**config.mk**
```make
export PLATFORM = sky130hd
export DESIGN_NAME = bldc_zero_cross_commutation_timer
export DESIGN_NICKNAME = d
export VERILOG_FILES = /design/src/rtl/core/bzct_pkg.sv /design/src/rtl/core/bldc_zero_cross_commutation_timer.sv
export SDC_FILE = /design/constraint.sdc
export NUM_CORES = 1
export LEC_CHECK = 0
export BUFFER_PORTS_ARGS = -buffer_cell sky130_fd_sc_hd__buf_2
export CAP_MARGIN = 10
export CORE_UTILIZATION = 60
export DETAILED_ROUTE_END_ITERATION = 10
export PLACE_DENSITY = 0.78
export SLEW_MARGIN = 20
export SYNTH_ARGS = -nofsm -noshare
export SYNTH_HDL_FRONTEND = slang
export SYNTH_SLANG_ARGS = --single-unit
```
**constraint.sdc**
```tcl
create_clock -name clk -period 16.25 [get_ports clk]
set_clock_uncertainty 0.2 [all_clocks]
set_input_delay 3.25 -clock clk [delete_from_list [all_inputs] [get_ports clk]]
set_output_delay 3.25 -clock clk [all_outputs]
set_load 0.005 [all_outputs]
```
**src/rtl/core/bzct_pkg.sv**
```systemverilog
// Shared constants, register codes and result type for the BLDC commutation timer.
package bzct_pkg;

    // Averaging window: number of intervals that form the mean
    localparam int WINDOW_DEPTH = 6;
    localparam int HELD_DEPTH   = WINDOW_DEPTH - 1;

    // Field widths
    localparam int CNT_W      = 16;
    localparam int LEVEL_W    = 12;
    localparam int WIN_W      = 13;
    localparam int CFG_IDX_W  = 3;
    localparam int CFG_DATA_W = 16;
    localparam int COMP_W     = 2;

    // Interval sum and divide by 2*WINDOW_DEPTH through a reciprocal multiply
    localparam int SUM_W       = CNT_W + $clog2(WINDOW_DEPTH);
    localparam int DIVISOR     = 2 * WINDOW_DEPTH;
    localparam int RECIP_SHIFT = SUM_W + $clog2(DIVISOR);
    localparam int RECIP_W     = SUM_W + 1;
    localparam int PROD_W      = SUM_W + RECIP_W;
    localparam logic [RECIP_W-1:0] RECIP =
        RECIP_W'(((64'd1 << RECIP_SHIFT) + 64'(DIVISOR) - 64'd1) / 64'(DIVISOR));

    // Saturation limits
    localparam logic [LEVEL_W-1:0] LEVEL_MAX = {LEVEL_W{1'b1}};

    // Operation codes
    localparam logic OP_TICK  = 1'b0;
    localparam logic OP_CROSS = 1'b1;

    // Comparator codes
    localparam logic [COMP_W-1:0] COMP_MODE = 2'd2;
    localparam logic [COMP_W-1:0] COMP_NONE = 2'd3;

    // Configuration register indexes
    localparam logic [CFG_IDX_W-1:0] CFG_DELAY_OFFSET = 3'd0;
    localparam logic [CFG_IDX_W-1:0] CFG_HIGH_THR     = 3'd1;
    localparam logic [CFG_IDX_W-1:0] CFG_LOW_THR      = 3'd2;
    localparam logic [CFG_IDX_W-1:0] CFG_DAC_BASE     = 3'd3;
    localparam logic [CFG_IDX_W-1:0] CFG_HIGH_WIN_OFS = 3'd4;
    localparam logic [CFG_IDX_W-1:0] CFG_LOW_WIN_OFS  = 3'd5;

    // Configuration reset values
    localparam logic [CNT_W-1:0]          RST_DELAY_OFFSET = 16'd0;
    localparam logic [LEVEL_W-1:0]        RST_HIGH_THR     = 12'd300;
    localparam logic [LEVEL_W-1:0]        RST_LOW_THR      = 12'd250;
    localparam logic [LEVEL_W-1:0]        RST_DAC_BASE     = 12'd1900;
    localparam logic signed [LEVEL_W-1:0] RST_HIGH_WIN_OFS = -12'sd80;
    localparam logic signed [LEVEL_W-1:0] RST_LOW_WIN_OFS  = 12'sd300;

    // One result beat
    typedef struct packed {
        logic               commutate;
        logic               crossing_taken;
        logic [CNT_W-1:0]   compare_value;
        logic               high_side_sensing;
        logic               dac_write;
        logic [LEVEL_W-1:0] dac_value;
        logic               window_write;
        logic [WIN_W-1:0]   window_compare;
    } result_t;

endpackage

```
**src/rtl/core/bldc_zero_cross_commutation_timer.sv**
```systemverilog
// Top level: sensorless BLDC commutation timer with zero-crossing capture.
//
// Input channel (in_valid/in_ready): one beat per timer tick or comparator
// zero crossing, with the drive level and reference request for mode switching.
// Output channel (out_valid/out_ready): exactly one result beat per input beat,
// in order: commutate strobe, crossing taken, compare value, sensing mode and
// the DAC and window-compare writes.
// Config channel (cfg_valid/cfg_ready): register index and data; always ready,
// indexes above 5 are dropped. Write only while the block is idle.
// Each result is registered by the same edge that accepts its input beat.
// Throughput: one beat per cycle while out_ready is high; each item is handled in
// a single pass from the accepting edge to the result register.
// The compare reload uses a running window sum and one constant reciprocal
// multiply in that same pass.
// Stall: while a result waits on out_ready, in_ready follows out_ready, so a
// new beat is taken in the same cycle the held result leaves.
// Reset: counter, window, compare, wait flag, sensing mode and last reference
// clear; config registers load their defaults; no result is pending.
module bldc_zero_cross_commutation_timer
(
    input  logic                              clk,
    input  logic                              rst_n,

    input  logic                              in_valid,
    output logic                              in_ready,
    input  logic                              operation,
    input  logic [bzct_pkg::COMP_W-1:0]       comparator,
    input  logic [bzct_pkg::LEVEL_W-1:0]      drive_level,
    input  logic [bzct_pkg::LEVEL_W-1:0]      reference_request,

    output logic                              out_valid,
    input  logic                              out_ready,
    output logic                              commutate,
    output logic                              crossing_taken,
    output logic [bzct_pkg::CNT_W-1:0]        compare_value,
    output logic                              high_side_sensing,
    output logic                              dac_write,
    output logic [bzct_pkg::LEVEL_W-1:0]      dac_value,
    output logic                              window_write,
    output logic [bzct_pkg::WIN_W-1:0]        window_compare,

    input  logic                              cfg_valid,
    output logic                              cfg_ready,
    input  logic [bzct_pkg::CFG_IDX_W-1:0]    cfg_index,
    input  logic [bzct_pkg::CFG_DATA_W-1:0]   cfg_data
);

    // Configuration registers
    logic [bzct_pkg::CNT_W-1:0]          delay_offset_reg;
    logic [bzct_pkg::LEVEL_W-1:0]        high_thr_reg;
    logic [bzct_pkg::LEVEL_W-1:0]        low_thr_reg;
    logic [bzct_pkg::LEVEL_W-1:0]        dac_base_reg;
    logic signed [bzct_pkg::LEVEL_W-1:0] high_win_ofs_reg;
    logic signed [bzct_pkg::LEVEL_W-1:0] low_win_ofs_reg;

    // Timer state
    logic [bzct_pkg::CNT_W-1:0]   counter_reg,  counter_next;
    logic [bzct_pkg::CNT_W-1:0]   window_reg [bzct_pkg::HELD_DEPTH];
    logic [bzct_pkg::SUM_W-1:0]   held_sum_reg, held_sum_next;
    logic [bzct_pkg::CNT_W-1:0]   compare_reg,  compare_next;
    logic                         waiting_reg,  waiting_next;
    logic                         mode_reg,     mode_next;
    logic [bzct_pkg::LEVEL_W-1:0] last_ref_reg, last_ref_next;

    // Result register
    logic                 out_valid_reg;
    bzct_pkg::result_t    result_reg, result_next;

    // Datapath signals
    logic                                in_fire;
    logic                                take_cross;
    logic [bzct_pkg::CNT_W-1:0]          counter_inc;
    logic [bzct_pkg::SUM_W-1:0]          sum_full;
    logic [bzct_pkg::PROD_W-1:0]         product;
    logic [bzct_pkg::CNT_W-1:0]          quotient;
    logic [bzct_pkg::LEVEL_W:0]          level_sum;
    logic [bzct_pkg::LEVEL_W-1:0]        level_sat;
    logic signed [bzct_pkg::LEVEL_W+1:0] high_win_sum;
    logic signed [bzct_pkg::LEVEL_W+1:0] low_win_sum;
    logic [bzct_pkg::WIN_W-1:0]          high_win_clamp;
    logic [bzct_pkg::WIN_W-1:0]          low_win_clamp;
    logic                                above_high;
    logic                                at_or_below_low;
    logic                                mode_mid;

    // Handshakes
    assign cfg_ready = 1'b1;
    assign in_ready  = !out_valid_reg || out_ready;
    assign in_fire   = in_valid && in_ready;
    assign out_valid = out_valid_reg;

    // Configuration writes
    always_ff @(posedge clk or negedge rst_n)
    begin
        if (!rst_n)
        begin
            delay_offset_reg <= bzct_pkg::RST_DELAY_OFFSET;
            high_thr_reg     <= bzct_pkg::RST_HIGH_THR;
            low_thr_reg      <= bzct_pkg::RST_LOW_THR;
            dac_base_reg     <= bzct_pkg::RST_DAC_BASE;
            high_win_ofs_reg <= bzct_pkg::RST_HIGH_WIN_OFS;
            low_win_ofs_reg  <= bzct_pkg::RST_LOW_WIN_OFS;
        end
        else if (cfg_valid)
        begin
            unique case (cfg_index)
                bzct_pkg::CFG_DELAY_OFFSET: delay_offset_reg <= cfg_data;
                bzct_pkg::CFG_HIGH_THR:     high_thr_reg     <= cfg_data[bzct_pkg::LEVEL_W-1:0];
                bzct_pkg::CFG_LOW_THR:      low_thr_reg      <= cfg_data[bzct_pkg::LEVEL_W-1:0];
                bzct_pkg::CFG_DAC_BASE:     dac_base_reg     <= cfg_data[bzct_pkg::LEVEL_W-1:0];
                bzct_pkg::CFG_HIGH_WIN_OFS: high_win_ofs_reg <= cfg_data[bzct_pkg::LEVEL_W-1:0];
                bzct_pkg::CFG_LOW_WIN_OFS:  low_win_ofs_reg  <= cfg_data[bzct_pkg::LEVEL_W-1:0];
                default: ;
            endcase
        end
    end

    // Interval averaging: running window sum plus reciprocal multiply
    assign counter_inc   = counter_reg + 1'b1;
    assign take_cross    = (operation == bzct_pkg::OP_CROSS) && !waiting_reg &&
                           (comparator != bzct_pkg::COMP_NONE);
    assign sum_full      = held_sum_reg + bzct_pkg::SUM_W'(counter_reg);
    assign held_sum_next = sum_full - bzct_pkg::SUM_W'(window_reg[0]);
    assign product       = bzct_pkg::PROD_W'(sum_full) * bzct_pkg::PROD_W'(bzct_pkg::RECIP);
    assign quotient      = product[bzct_pkg::RECIP_SHIFT +: bzct_pkg::CNT_W];

    // Reference level with saturation, window compare values with clamp at zero
    assign level_sum = {1'b0, dac_base_reg} + {1'b0, reference_request};
    assign level_sat = level_sum[bzct_pkg::LEVEL_W] ? bzct_pkg::LEVEL_MAX
                                                     : level_sum[bzct_pkg::LEVEL_W-1:0];
    assign high_win_sum = $signed({2'b00, drive_level}) +
                          (bzct_pkg::LEVEL_W+2)'(high_win_ofs_reg);
    assign low_win_sum  = $signed({2'b00, drive_level}) +
                          (bzct_pkg::LEVEL_W+2)'(low_win_ofs_reg);
    assign high_win_clamp = high_win_sum[bzct_pkg::LEVEL_W+1] ? '0
                          : high_win_sum[bzct_pkg::WIN_W-1:0];
    assign low_win_clamp  = low_win_sum[bzct_pkg::LEVEL_W+1] ? '0
                          : low_win_sum[bzct_pkg::WIN_W-1:0];

    assign above_high      = drive_level > high_thr_reg;
    assign at_or_below_low = drive_level <= low_thr_reg;

    // Step the timer and build the result beat
    always_comb
    begin
        counter_next  = counter_reg;
        compare_next  = compare_reg;
        waiting_next  = waiting_reg;
        mode_next     = mode_reg;
        mode_mid      = mode_reg;
        last_ref_next = last_ref_reg;
        result_next   = '0;

        if (operation == bzct_pkg::OP_TICK)
        begin
            counter_next = counter_inc;
            if (waiting_reg && (counter_inc == compare_reg))
            begin
                result_next.commutate = 1'b1;
                waiting_next          = 1'b0;
            end
        end
        else if (take_cross)
        begin
            compare_next                = quotient + delay_offset_reg;
            counter_next                = '0;
            waiting_next                = 1'b1;
            result_next.crossing_taken  = 1'b1;

            if (comparator == bzct_pkg::COMP_MODE)
            begin
                // Switch to high side
                if (above_high && !mode_reg)
                begin
                    result_next.dac_write      = 1'b1;
                    result_next.dac_value      = level_sat;
                    result_next.window_write   = 1'b1;
                    result_next.window_compare = high_win_clamp;
                    mode_mid                   = 1'b1;
                end
                // Refresh the reference on a changed request
                if (above_high && mode_mid && (reference_request != last_ref_reg))
                begin
                    result_next.dac_write = 1'b1;
                    result_next.dac_value = level_sat;
                    last_ref_next         = reference_request;
                end
                mode_next = mode_mid;
                // Drop back to low side
                if (at_or_below_low && mode_mid)
                begin
                    result_next.dac_write      = 1'b1;
                    result_next.dac_value      = '0;
                    result_next.window_write   = 1'b1;
                    result_next.window_compare = low_win_clamp;
                    mode_next                  = 1'b0;
                end
            end
        end

        result_next.compare_value     = compare_next;
        result_next.high_side_sensing = mode_next;
    end

    // Timer state registers
    always_ff @(posedge clk or negedge rst_n)
    begin
        if (!rst_n)
        begin
            counter_reg  <= '0;
            held_sum_reg <= '0;
            compare_reg  <= '0;
            waiting_reg  <= 1'b0;
            mode_reg     <= 1'b0;
            last_ref_reg <= '0;
            for (int i = 0; i < bzct_pkg::HELD_DEPTH; i++)
            begin
                window_reg[i] <= '0;
            end
        end
        else if (in_fire)
        begin
            counter_reg  <= counter_next;
            compare_reg  <= compare_next;
            waiting_reg  <= waiting_next;
            mode_reg     <= mode_next;
            last_ref_reg <= last_ref_next;
            // Shift the window on a taken crossing
            if (take_cross)
            begin
                held_sum_reg <= held_sum_next;
                for (int i = 0; i < bzct_pkg::HELD_DEPTH - 1; i++)
                begin
                    window_reg[i] <= window_reg[i+1];
                end
                window_reg[bzct_pkg::HELD_DEPTH-1] <= counter_reg;
            end
        end
    end

    // Result register: load on accept, release on output beat
    always_ff @(posedge clk or negedge rst_n)
    begin
        if (!rst_n)
        begin
            out_valid_reg <= 1'b0;
        end
        else if (in_fire)
        begin
            out_valid_reg <= 1'b1;
        end
        else if (out_ready)
        begin
            out_valid_reg <= 1'b0;
        end
    end

    always_ff @(posedge clk)
    begin
        if (in_fire)
        begin
            result_reg <= result_next;
        end
    end

    assign commutate         = result_reg.commutate;
    assign crossing_taken    = result_reg.crossing_taken;
    assign compare_value     = result_reg.compare_value;
    assign high_side_sensing = result_reg.high_side_sensing;
    assign dac_write         = result_reg.dac_write;
    assign dac_value         = result_reg.dac_value;
    assign window_write      = result_reg.window_write;
    assign window_compare    = result_reg.window_compare;

    // A taken crossing arms the wait flag and restarts the interval count
    assert property (@(posedge clk) disable iff (!rst_n)
        (in_fire && take_cross) |=> (waiting_reg && (counter_reg == '0)))
        else $error("crossing did not arm the commutation wait");

    // A commutation and a crossing never share one result
    assert property (@(posedge clk) disable iff (!rst_n)
        out_valid_reg |-> !(commutate && crossing_taken))
        else $error("commutate and crossing_taken both set");

    // Sensing writes only come with a taken crossing
    assert property (@(posedge clk) disable iff (!rst_n)
        (out_valid_reg && (dac_write || window_write)) |-> crossing_taken)
        else $error("sensing write without a taken crossing");

    // A low-side result never issues a nonzero reference level
    assert property (@(posedge clk) disable iff (!rst_n)
        (out_valid_reg && dac_write && !high_side_sensing) |-> (dac_value == '0))
        else $error("nonzero reference issued in low-side mode");

endmodule
```
==> results.toml <==
[global_routing]
antenna_found_initial = 0
busiest_layer = "met2"
grt_pass1_wl_um = 76500
grt.total_usage_pct = 28.6
grt_overflow_total = 0
grt_pass1_vias = 14900
met1_usage_pct = 40.2
met3_usage_pct = 3.03
grt_use_met2_pct = 47.0
grt_max_degree = 93

[setup_path]
max_stage_delay_ps = 670
cp_slowest_cell = "fa_1"
endpoint_kind = "flop"
r2r-start = "counter_reg[2]$_DFFE_PN0P_"
cp.buffers_inverters = 4
r2r_cells = 38
rrSetupSlack_ps = 5790
crit_type = "reg2reg"
worstPathMaxFanout = 10
cp_top_family = "adder cells"
required_ps = 16330
crit_top_cell = "fa_1"
worstReg2RegEnd = "compare_value[15]$_DFFE_PP_"
crit_arrival_ps = 10550
critPathLaunchType = "flop"

[clock_network]
path_clk_slew_ps = 60
cts_buffers = 30
cts_setup_buffers = 0
cts.sinks = 268
post_cts_resized = 0
cts_tree = "done"
htreeDepth = 1
ctsHoldBuffers = 0
cts_root_buffer = "clkbuf_16"
clock_latency_ps = 560
cts_buffer_depth = 3

[timing]
setup_viol = 0
layout_min_cycle_time_ps = 10460
rsz0062_at_grt = "false"
final.setup.tns_ps = 0
hold_violations = 0
slew_headroom_pct = 34.7
max_slew.worst_pin.slew_ps = 976
fin_crit_sh_pct = 64.4
fmax_mhz = 95.6
final_max_slew_viol_count = 0

[synth]
synth_top_area_share_pct = 24.2
ys_warn_count = 0
synth_area_um2 = 20100
ys_seq_area_share_pct = 34.7
synthCells = 2048
synth_fp_nets = 2450
synth_cell_types = 88
synthArstFlopShare_pct = 82.8
synth_common_cells = "nand2_1, inv_1, ha_1"
avgSynthCellArea_um2 = 9.81
synth_most_common_cell = "nand2_1"
yosys-top-cells-area = "dfrtp_1, ha_1, fa_1, edfxtp_1, nand2_1"
yosys_register_bits = 268
synth_edf_count = 46
yosysTopAreaCell = "dfrtp_1"
ys.flop_type = "dfrtp_1"

[min_path]
hp-class = "reg2reg"
hold_start = "window_reg[35]$_DFFE_PN0P_"
hold_depth = 2
whs_endpoint = "window_reg[51]$_DFFE_PN0P_"

[flow_run]
drv_cap = 0

[die]
rows = 66
core_area_um2 = 32700
fp.dieH_um = 185
io_pins = 100
die_area_um2 = 34200
start_util_pct = 61.4
die_x_um = 185

[drt]
avgRoutedWirePerCell_um = 17.8
drc = 0
dr.first_iter.drc_count = 987
drt_pre_antenna_iters = 5
detail-route-antenna-nets = 0
via_count = 14600
drt-total-wl_um = 46300
vias_per_cell = 5.60

[cells_and_area]
layout-drive-gt1-share_pct = 14.0
nNetsFinal = 2539
antennaDiodeCount = 0
syn_to_final_growth_pct = 9.63
largest_reg_flops = 80

[status]
status = "completed"

[placed_design]
dpl.hpwl_um = 35700
routabilityCongestion = 0.901
port_buffers = 98
[logic make-up after synthesis]
family / count (synthesis) / synth area share (%)
compound gates: 345 / 11.2
mux: 79 / 4.42
fa+ha+maj: 351 / 25.9
simple gates: 551 / 11.9
other cells: 1 / 0.0187
flops: 268 / 34.7
buf+inv: 331 / 6.33
xor+xnor: 122 / 5.45
[worst register-to-register path: cells and delay by family, from the launching register on]
kind | cells | cell delay (ps)
AOI/OAI and AO/OA | 15 | 3320
xor gates and xnor gates | 3 | 660
adders and majority gates | 9 | 3970
buffers and inverters | 4 | 310
DFF | 1 | 480
and+or+nand+nor | 7 | 1280
[through the flow]
stage          worst slack, ps  instances  area [um^2]  hold slack (ps)  util (%)
2_1_floorplan             6680       2048        20100              239         -
3_3_place_gp              6190       2547        21000              245      64.3
3_5_place_dp              5830       2547        21000              248      64.3
4_1_cts                   5820       2603        22000              259      67.3
5_1_grt                   5100       2603        22000              281      67.3
6_report                  5790       2603        22000              260      67.3
[routing by layer]
| layer | wire (um) | part of all wire (%) | up-vias |
|---|---|---|---|
| met3 | 2250 | 4.9 | 69 |
| met1 | 21100 | 46 | 7188 |
| met5 | 0 | 0 | - |
| li1 | - | - | 6995 |
| met4 | 998 | 2.2 | 0 |
| met2 | 22000 | 47 | 320 |
[worst max-delay path by stage]
| stage | end | slack, ps | from | depth (start not counted) |
|---|---|---|---|---|
| final | compare_value[15]$_DFFE_PP_ | 5790 | counter_reg[2]$_DFFE_PN0P_ | 38 |
| after floorplan | compare_value[14]$_DFFE_PP_ | 6680 | counter_reg[0]$_DFFE_PN0P_ | 41 |
| after global routing | compare_value[14]$_DFFE_PP_ | 5100 | counter_reg[2]$_DFFE_PN0P_ | 41 |
| after global placement | compare_value[15]$_DFFE_PP_ | 6190 | counter_reg[0]$_DFFE_PN0P_ | 38 |
| after detailed placement | compare_value[15]$_DFFE_PP_ | 5830 | counter_reg[0]$_DFFE_PN0P_ | 38 |
| after CTS | compare_value[15]$_DFFE_PP_ | 5820 | counter_reg[2]$_DFFE_PN0P_ | 38 |
[area by class of cell]
class | count | area (um^2)
Multi-Input combinational cell | 1449 | 11900
Tap cell | 442 | 553
Inverter | 279 | 1050
Fill cell | 2551 | 10700
Sequential cell | 268 | 6970
Clock inverter | 14 | 121
Clock buffer | 42 | 867
Timing Repair Buffer | 109 | 583
[layout by cell type (no fill, tap or decap), types with 4 or more instances in the layout]
cell type and n:
nor2b_1 13, dfstp_2 28, o21bai_1 15, nand3_1 23, clkbuf_8 5, o31ai_1 5, a211oi_2 5, o21ai_1 15
inv_1 277, a21o_1 32, a21oi_1 84, a22o_1 12, nor2_1 67, clkinv_2 6, nand4_1 11, buf_2 97
fa_1 109, buf_4 11, nand2_1 359, clkbuf_1 6, clkbuf_16 31, xor2_1 55, o21a_1 20, ha_1 242
or3_1 4, a211oi_1 9, nand2b_1 12, and3_1 11, mux2_2 77, nor3_1 17, o21ai_0 102, xnor2_1 65
a31oi_1 7, dfrtp_1 194, nor4_1 4, edfxtp_1 46
Power is left out: the tool's default activity adds up to more than one toggle a clock period on the data nets, which glitch-free logic cannot reach.
